`src/sv/poa_pkg.sv`:
```
// Shared constants, codes and the token type for the page owner allocator.
package poa_pkg;

    localparam int FRAMES     = 16;
    localparam int OWNER_BITS = 8;
    localparam int MAX_BYTES  = 2 * FRAMES;
    localparam int CNT_W      = $clog2(FRAMES + 1);
    localparam int OUT_CNT_W  = 5;
    localparam int PORT_OWN_W = 8;

    typedef logic [OWNER_BITS-1:0] owner_t;
    typedef logic [CNT_W-1:0]      cnt_t;

    typedef enum logic [1:0] {
        OP_RESERVE = 2'd0,
        OP_RELEASE = 2'd1,
        OP_QUERY   = 2'd2,
        OP_NOP     = 2'd3
    } op_t;

    typedef enum logic [1:0] {
        ST_OK        = 2'd0,
        ST_TOO_LARGE = 2'd1,
        ST_NO_SPACE  = 2'd2,
        ST_BAD_OWNER = 2'd3
    } status_t;

    // The token that walks down the row of frame cells, one cell per cycle.
    typedef struct packed {
        logic   valid;
        op_t    op;
        owner_t owner;
        cnt_t   remain;
        cnt_t   count;
    } tok_t;

endpackage

```
`src/sv/poa_cell.sv`:
```
// One page frame: holds the owner of the frame and updates the passing token.
module poa_cell (
    input  logic          clk,
    input  logic          rst_n,
    input  poa_pkg::tok_t tok_in,
    output poa_pkg::tok_t tok_out
);

    poa_pkg::owner_t entry_reg;
    poa_pkg::owner_t entry_next;
    poa_pkg::tok_t   tok_reg;
    poa_pkg::tok_t   tok_next;

    always_comb
    begin
        entry_next = entry_reg;
        tok_next   = tok_in;
        if (tok_in.valid)
        begin
            unique case (tok_in.op)
                poa_pkg::OP_RESERVE:
                begin
                    if (entry_reg == '0 && tok_in.remain != '0)
                    begin
                        entry_next      = tok_in.owner;
                        tok_next.remain = tok_in.remain - poa_pkg::CNT_W'(1);
                        tok_next.count  = tok_in.count + poa_pkg::CNT_W'(1);
                    end
                end
                poa_pkg::OP_RELEASE:
                begin
                    if (entry_reg == tok_in.owner)
                    begin
                        entry_next     = '0;
                        tok_next.count = tok_in.count + poa_pkg::CNT_W'(1);
                    end
                end
                poa_pkg::OP_QUERY:
                begin
                    if (entry_reg == tok_in.owner)
                    begin
                        tok_next.count = tok_in.count + poa_pkg::CNT_W'(1);
                    end
                end
                default:
                begin
                end
            endcase
        end
    end

    always_ff @(posedge clk or negedge rst_n)
    begin
        if (!rst_n)
        begin
            entry_reg <= '0;
            tok_reg   <= '0;
        end
        else
        begin
            entry_reg <= entry_next;
            tok_reg   <= tok_next;
        end
    end

    assign tok_out = tok_reg;

endmodule

```
`src/sv/page_owner_allocator_unit.sv`:
```
// Top level of the page owner allocator: command decode, checks and the row of frame cells.
//
// A command is taken when start is high and busy is low. A reserve, release or query that
// passes its checks sends a token through the row of FRAMES frame cells, one cell per cycle;
// its result appears when the token leaves the last cell, and busy stays high meanwhile. A
// rejected command or an unused op changes no state and gives its result in the cycle right
// after the transfer, with busy staying low. Each result is shown for exactly one cycle with
// done high; the receiver cannot stall it, and the next command may be taken in that same cycle.
module page_owner_allocator_unit (
    input  logic       clk,
    input  logic       rst_n,
    input  logic       start,
    output logic       busy,
    input  logic [1:0] op,
    input  logic [7:0] byte_count,
    input  logic [7:0] owner,
    input  logic       fresh_owner,
    output logic       done,
    output logic [1:0] status,
    output logic [7:0] owner_used,
    output logic [4:0] page_count,
    output logic [4:0] free_pages
);

    typedef enum logic [1:0] {
        S_IDLE = 2'b01,
        S_RUN  = 2'b10
    } state_t;

    state_t             state_reg, state_next;
    poa_pkg::cnt_t      free_cnt_reg, free_cnt_next;
    poa_pkg::owner_t    last_id_reg, last_id_next;
    poa_pkg::op_t       cur_op_reg, cur_op_next;
    poa_pkg::owner_t    cur_owner_reg, cur_owner_next;
    logic               done_reg, done_next;
    poa_pkg::status_t   status_reg, status_next;
    poa_pkg::owner_t    used_reg, used_next;
    poa_pkg::cnt_t      pages_reg, pages_next;

    poa_pkg::tok_t      chain [0:poa_pkg::FRAMES];

    logic               accept;
    poa_pkg::op_t       op_in;
    poa_pkg::owner_t    owner_in;
    poa_pkg::owner_t    fresh_id;
    poa_pkg::owner_t    res_owner;
    logic [7:0]         need;
    logic               too_large;
    logic               no_space;
    poa_pkg::tok_t      tail;

    assign accept   = start && (state_reg == S_IDLE);
    assign op_in    = poa_pkg::op_t'(op);
    assign owner_in = poa_pkg::owner_t'(owner);
    assign need     = {1'b0, byte_count[7:1]} + {7'd0, byte_count[0]};
    assign too_large = 32'(byte_count) > 32'(poa_pkg::MAX_BYTES);
    assign no_space  = 32'(need) > 32'(free_cnt_reg);

    always_comb
    begin
        fresh_id = last_id_reg + poa_pkg::OWNER_BITS'(1);
        if (fresh_id == '0)
        begin
            fresh_id = poa_pkg::OWNER_BITS'(1);
        end
    end

    assign res_owner = fresh_owner ? fresh_id : owner_in;
    assign tail      = chain[poa_pkg::FRAMES];

    always_comb
    begin
        state_next     = state_reg;
        free_cnt_next  = free_cnt_reg;
        last_id_next   = last_id_reg;
        cur_op_next    = cur_op_reg;
        cur_owner_next = cur_owner_reg;
        done_next      = 1'b0;
        status_next    = status_reg;
        used_next      = used_reg;
        pages_next     = pages_reg;
        chain[0]       = '0;

        unique case (state_reg)
            S_IDLE:
            begin
                if (accept)
                begin
                    used_next      = owner_in;
                    pages_next     = '0;
                    status_next    = poa_pkg::ST_OK;
                    cur_op_next    = op_in;
                    cur_owner_next = owner_in;
                    done_next      = 1'b1;
                    unique case (op_in)
                        poa_pkg::OP_RESERVE:
                        begin
                            if (!fresh_owner && owner_in == '0)
                                status_next = poa_pkg::ST_BAD_OWNER;
                            else if (too_large)
                                status_next = poa_pkg::ST_TOO_LARGE;
                            else if (no_space)
                                status_next = poa_pkg::ST_NO_SPACE;
                            else
                            begin
                                if (fresh_owner)
                                    last_id_next = fresh_id;
                                cur_owner_next  = res_owner;
                                chain[0].valid  = 1'b1;
                                chain[0].op     = op_in;
                                chain[0].owner  = res_owner;
                                chain[0].remain = poa_pkg::CNT_W'(need);
                                chain[0].count  = '0;
                                done_next       = 1'b0;
                                state_next      = S_RUN;
                            end
                        end
                        poa_pkg::OP_RELEASE, poa_pkg::OP_QUERY:
                        begin
                            if (owner_in == '0)
                                status_next = poa_pkg::ST_BAD_OWNER;
                            else
                            begin
                                chain[0].valid  = 1'b1;
                                chain[0].op     = op_in;
                                chain[0].owner  = owner_in;
                                chain[0].remain = '0;
                                chain[0].count  = '0;
                                done_next       = 1'b0;
                                state_next      = S_RUN;
                            end
                        end
                        default:
                        begin
                        end
                    endcase
                end
            end
            S_RUN:
            begin
                if (tail.valid)
                begin
                    done_next   = 1'b1;
                    status_next = poa_pkg::ST_OK;
                    used_next   = cur_owner_reg;
                    pages_next  = tail.count;
                    state_next  = S_IDLE;
                    // Fold the frames claimed or freed into the free count.
                    priority if (cur_op_reg == poa_pkg::OP_RESERVE)
                        free_cnt_next = free_cnt_reg - tail.count;
                    else if (cur_op_reg == poa_pkg::OP_RELEASE)
                        free_cnt_next = free_cnt_reg + tail.count;
                    else
                        free_cnt_next = free_cnt_reg;
                end
            end
            default:
            begin
                state_next = S_IDLE;
            end
        endcase
    end

    for (genvar g = 0; g < poa_pkg::FRAMES; g++)
    begin : g_cell
        poa_cell u_cell (
            .clk     (clk),
            .rst_n   (rst_n),
            .tok_in  (chain[g]),
            .tok_out (chain[g+1])
        );
    end

    always_ff @(posedge clk or negedge rst_n)
    begin
        if (!rst_n)
        begin
            state_reg    <= S_IDLE;
            free_cnt_reg <= poa_pkg::CNT_W'(poa_pkg::FRAMES);
            last_id_reg  <= '0;
            done_reg     <= 1'b0;
        end
        else
        begin
            state_reg    <= state_next;
            free_cnt_reg <= free_cnt_next;
            last_id_reg  <= last_id_next;
            done_reg     <= done_next;
        end
    end

    always_ff @(posedge clk)
    begin
        cur_op_reg    <= cur_op_next;
        cur_owner_reg <= cur_owner_next;
        status_reg    <= status_next;
        used_reg      <= used_next;
        pages_reg     <= pages_next;
    end

    assign busy       = (state_reg != S_IDLE);
    assign done       = done_reg;
    assign status     = status_reg;
    assign owner_used = poa_pkg::PORT_OWN_W'(used_reg);
    assign page_count = poa_pkg::OUT_CNT_W'(pages_reg);
    assign free_pages = poa_pkg::OUT_CNT_W'(free_cnt_reg);

endmodule
```
`config.mk`:
```
export PLATFORM = sky130hd
export DESIGN_NAME = page_owner_allocator_unit
export DESIGN_NICKNAME = d
export VERILOG_FILES = /design/src/sv/poa_pkg.sv /design/src/sv/poa_cell.sv /design/src/sv/page_owner_allocator_unit.sv
export SDC_FILE = /design/constraint.sdc
export NUM_CORES = 1
export LEC_CHECK = 0
export BUFFER_PORTS_ARGS = -buffer_cell sky130_fd_sc_hd__buf_2
export CORE_MARGIN = 10
export CORE_UTILIZATION = 50
export DETAILED_ROUTE_END_ITERATION = 16
export PLACE_DENSITY = 0.63
export SYNTH_ARGS = -nofsm -noshare
export SYNTH_HDL_FRONTEND = slang
export SYNTH_SLANG_ARGS = --single-unit
```
`constraint.sdc`:
```
create_clock -name clk -period 3.95 [get_ports clk]
set_clock_uncertainty 0.05 [all_clocks]
set_input_delay 0.5925 -clock clk [delete_from_list [all_inputs] [get_ports clk]]
set_output_delay 0.5925 -clock clk [all_outputs]
set_load 0.01 [all_outputs]
```
# Word-level counts from Yosys, hierarchy flattened
# Index checks and enable logic that the tools add are counted.
# totals
reg_bits,490
input_bits,22
elab_cells,534
output_inout_bits,22
# classes
eq_ne,93
magnitude_cmp,2
reduce_logical,127
n_mux,172
n_addsub,35
bitwise,3
# ops
operator,n
2-to-1 mux 8 bit,40
2-to-1 mux 10 bit,30
one-hot mux 8 bit (2 select lines),17
2-to-1 mux 5 bit,37
one-hot mux 5 bit (2 select lines),17
zero test 8 bit,18
equality test 8 bit,16
2-to-1 mux 21 bit,6
"adder 5 x 1 -> 5 bit, second input constant",16
nonzero test 5 bit,16
"subtractor 5 x 1 -> 5 bit, second input constant",15
"inequality test 2 x 1 -> 1 bit, second input constant",34
AND reduction 4 bit,16
one-hot mux 21 bit (2 select lines),1
"equality test 2 x 1 -> 1 bit, second input constant",19
"equality test 2 bit, second input constant",18
zero test 2 bit,18
nonzero test 2 bit,18
OR reduction 2 bit,17
2-to-1 mux 2 bit,12
logical AND 1 bit,18
one-hot mux 2 bit (2 select lines),4
AND reduction 7 bit,2
"inequality test 3 bit, second input constant",4
other kinds (14),23

# Depth between registers and ports, before layout
# depth
depth_word,15
depth_mapped,18
depth_no_buf,17

# Hierarchy
# A second synthesis with hierarchy kept.
# hier_totals
cells_unflattened,1833
area_unflattened_um2,23140.9
# modules_own_cells
mod,cells_each,seq_area_each_um2,n_inst,area_per_inst_um2
poa_cell at g_cell[0].u_cell ...,98,725.7,15,1278.7
page_owner_allocator_unit,265,1153.6,1,2680.1
poa_cell at g_cell[5].u_cell,98,725.7,1,1280.0

# Worst setup path before layout
# Ideal clock, no wire load.
# synth_timing
path_kind,input to register
startpoint,input port byte_count[0]
endpoint,register g_cell[0].u_cell.entry_reg[6]
setup_slack_ns,0.137
path_buffers,2
required_time_ns,3.824
stages,17
t_arrival_ns,3.686
setup_ns,0.076
cell_sequence,ha_1 -> nand3_1 -> xnor2_1 -> ha_1 -> and3_1 -> o21ai_1 -> a31o_2 -> clkbuf_8 -> nand2_1 -> a21oi_2 -> nand3_1 -> ha_1 -> buf_1 -> nor2b_1 -> o21ai_1 -> a22oi_1 -> o21ai_1
# synth_lines
element,line_no,rtl
"start, declared",page_owner_allocator_unit.sv:15,"input logic [7:0] byte_count,"
"end signal, assigned",poa_cell.sv:61,entry_reg <= entry_next;
"end, declared",poa_cell.sv:9,poa_pkg::owner_t entry_reg;

==> impl_results.md <==
* Top FF cell, synth: dfrtp_1
* Pwr Density at 500 nW/um^2
* Worst-margin pin slew at 1.01 ns
* Top cell type by total area after synthesis: dfrtp_1
* Static Leak at 11.3 nW
* Kind of end point of the critical path: register
* Syn nets at 2228
* DRC at 0
* Clock Sinks at 480
* Number of max-cap violations at 0
* Num rows at 77
* Peak supply drop at 0.000399 V
* Compound-gate portion of the synthesized area at 10.8%
* Synth Area in Adders at 5.61%
* Worst path max stage delay at 0.53 ns
* DR vias/cell at 5.31
* Final Routed Wirelength at 44400 um
* Worst setup margin at 0.618 ns
* Rel. slew slack at 32.6%
* Hold Buf Count CTS at 0
* Layout Cells excl Fill at 2814
* Xor-xnor portion of the synthesized cell area at 7.29%
* RSZ-0062 raised after global routing: no
* Hold/Removal Path Class: primary input to asynchronous set/reset pin
* Inserted Clock Buffers at 50
* Pre-CTS setup slack at 0.0477 ns
* Mux contribution to synthesized area at 1.89%
* Slew Viols, Final at 0
* DR pass1 iterations at 6
* DRT iter0 DRCs at 1079
* WP data required at 4.41 ns
* Worst-path cell chain: inv_1 -> ha_1 -> and3_1 -> and3_2 -> a31o_2 -> nand2_1 -> a21oi_2 -> nand3_1 -> ha_1 -> nand4_1 -> inv_1 -> a31oi_1 -> nor3b_2 -> a22oi_1 -> o21ai_1
* Clock power share at 37.2%
* Slowest CP cell: dfstp_2
* Post-CTS Resized at 0
* Synth Area per Inst at 10.7 um^2
* DR vias at 14900
* Family with the most delay on the worst path: simple AND/OR/NAND/NOR gates
* Post-synth EDFFs at 25
* Max clock buf depth at 3
* Hold Fails Final Rpt at 0
* Starting Density at 50.7%
* Reg2reg end: g_cell[0].u_cell.entry_reg[2]
* Outcome: finished clean
* Initial antenna violation count at 0
* Post-synth ARST share at 94.8%
* Cells after Synth at 2106
* Largest family of logic cells by synthesized area: simple AND/OR/NAND/NOR gates
* I/O Buffers at 43
* Setup TNS Final at 0 ns
* CTS root buf: clkbuf_16
* Die H at 232 um
* Worst skew pair latency at 0.59 ns
* FF-to-FF setup slack at 0.62 ns
* Post-CTS Setup Bufs at 0
* Final critical-path share of the clock period at 84.4%
* Gr usage total at 16.7%
* Synthesized-area fraction occupied by and/or/nand/nor cells at 15.8%
* DPL Wire Length at 31700 um
* Final antenna-violating net count at 0
* Mapped cell area at 22500 um^2
* Endpoints failing setup at 0
* Yosys top cell area share at 50.5%
* DIE AREA at 53800 um^2
* Comb pwr share at 16.9%
* I/O pin cnt at 44
* CP arrival at 3.79 ns
* Number of library cell types mapped by synthesis at 81
* Post-Place Cells at 2723
* Global-route wire length before repair at 75400 um
* Switching Fraction at 28.1%
* Psw at 3.53 mW
* TritonCTS clock tree: done
* Yosys reg bits at 480
* Vias in the first global route at 15000
* Maximum level of the CTS H-tree at 2
* Die width at 232 um
* Cell internal pwr at 9.00 mW
* Placeable Area at 44300 um^2
* Buffers & Inverters on Critical Path at 2
* Largest net degree at the start of global routing at 116
* P&R area growth vs syn at 11.5%
* Reg clk slew, reported paths at 0.06 ns
* Seq/Total Area, Yosys at 54.1%
* Layout cell share with drive strength beyond 1 at 8.96%
* Fmax at 300 MHz
* Final net count at 2305
* Total congestion overflow at 0
* Min Tclk post-route at 3.33 ns
* Yosys warnings at 0
* Max reg flops at 311
* Crit Reg-Reg Startpoint: free_pages[4]
* Synth top area cells: dfrtp_1, xnor2_1, ha_1, o21ai_0, inv_1
* Seq pwr share at 45.8%
* CP Max Fanout at 8
* Critical path class: register to register
* R2R depth at 15
* Drt wl/cell at 15.8 um
* RD Place Congestion at 0.877
* Worst Setup Start Kind: register
* Number of diodes at 0
-- metrics by stage --
stage | hold WS [ns] | power [mW] | cell area [um^2] | utilization (%)
2_1_floorplan | 0.247 | 7.23 | 22500 | -
3_3_place_gp | 0.344 | 7.89 | 23400 | 52.8
3_5_place_dp | 0.352 | 7.95 | 23400 | 52.8
4_1_cts | 0.0261 | 12.7 | 25000 | 56.5
5_1_grt | 0.0852 | 13.2 | 25000 | 56.5
6_report | 0.0255 | 12.5 | 25000 | 56.5
-- area by class of cell --
cell class	instances	area (um^2)
multi-input cells	1376	9310
well taps	592	741
inverters	211	792
repair buffers	64	420
flip-flops and latches	480	12100
fillers	3839	19300
clock inverters	16	176
clock buffers	75	1470
-- power groups by stage --
stage / logic [mW] / registers, mW / clock network, mW
after floorplan: 1.46 / 5.77 / 0
after global placement: 2.07 / 5.82 / 0
after detailed placement: 2.12 / 5.83 / 0
after CTS: 2.14 / 5.75 / 4.80
after global routing: 2.40 / 5.80 / 5.00
final: 2.12 / 5.74 / 4.67
-- worst register-to-register path: stages, from the launching register on --
cell and delay (ns):
dfstp_2 0.53, inv_1 0.06, ha_1 0.32, and3_1 0.19
and3_2 0.24, a31o_2 0.23, nand2_1 0.07, a21oi_2 0.07
nand3_1 0.15, ha_1 0.19, nand4_1 0.20, inv_1 0.11
a31oi_1 0.10, nor3b_2 0.46, a22oi_1 0.14, o21ai_1 0.12
-- how the worst max path moves through the flow --
| stage | startpoint | end | slack [ns] | cells past startpoint |
|---|---|---|---|---|
| global route | byte_count[1] | g_cell[0].u_cell.entry_reg[7] | 0.26 | 17 |
| CTS | free_pages[4] | g_cell[0].u_cell.entry_reg[2] | 0.63 | 13 |
| detailed placement | byte_count[0] | g_cell[0].u_cell.entry_reg[2] | 0.05 | 18 |
| global placement | byte_count[0] | g_cell[0].u_cell.entry_reg[0] | 0.20 | 16 |
| finish | free_pages[4] | g_cell[0].u_cell.entry_reg[2] | 0.62 | 15 |
| floorplan | byte_count[0] | g_cell[0].u_cell.entry_reg[6] | 0.14 | 17 |
-- placed cells by master, fill, tap and decap left out, types with 5 or more instances in the layout --
master | netlist | final
and2_1 | 10 | 10
nor3_1 | 23 | 23
nor2_1 | 121 | 121
a22oi_1 | 14 | 14
nand3_1 | 36 | 36
o22ai_1 | 5 | 5
clkbuf_16 | 0 | 50
o21ai_0 | 214 | 214
nor4_1 | 35 | 35
o21ai_1 | 10 | 10
mux2_2 | 19 | 19
dfrtp_1 | 453 | 453
xnor2_1 | 165 | 165
ha_1 | 99 | 99
nor2b_1 | 31 | 31
a2bb2oi_1 | 11 | 11
edfxtp_1 | 25 | 25
nor3b_1 | 7 | 7
buf_4 | 1 | 18
a31oi_1 | 5 | 5
o21bai_1 | 10 | 10
xor2_1 | 22 | 22
inv_1 | 211 | 211
buf_2 | 0 | 42
mux2i_1 | 21 | 21
nand2b_1 | 27 | 27
a22o_1 | 12 | 12
clkbuf_1 | 29 | 13
clkinv_2 | 0 | 9
nand4b_1 | 10 | 10
o31ai_1 | 24 | 24
nand4_1 | 39 | 39
nand3b_1 | 99 | 99
nand2_1 | 180 | 180
or3_1 | 7 | 7
a21oi_1 | 30 | 30
clkbuf_8 | 4 | 12
or3b_2 | 9 | 9
o31a_1 | 14 | 14
-- logic make-up after synthesis --
family | count (synthesis)
fa+ha+maj | 100
mux | 40
buf+inv | 250
simple gates | 659
compound gates | 390
flops | 480
xor+xnor | 187
-- routing by layer --
| metal | vias to the layer above | GRT usage [%] | wire, um |
|---|---|---|---|
| li1 | 7353 | - | - |
| met1 | 7306 | 22.7 | 21100 |
| met2 | 211 | 27.3 | 21100 |
| met3 | 65 | 2.43 | 1420 |
| met4 | 0 | 4.96 | 875 |
| met5 | - | 0 | 0 |
-- cell usage after synthesis, types with 24 or more instances --
master,n
nor4_1,35
inv_1,211
nor2_1,121
clkbuf_1,29
nand3b_1,99
nand3_1,36
a21oi_1,30
ha_1,99
dfrtp_1,453
edfxtp_1,25
o21ai_0,214
nand2_1,180
nor2b_1,31
nand2b_1,27
xnor2_1,165
o31ai_1,24
nand4_1,39
(Power assumes the default switching activity.)
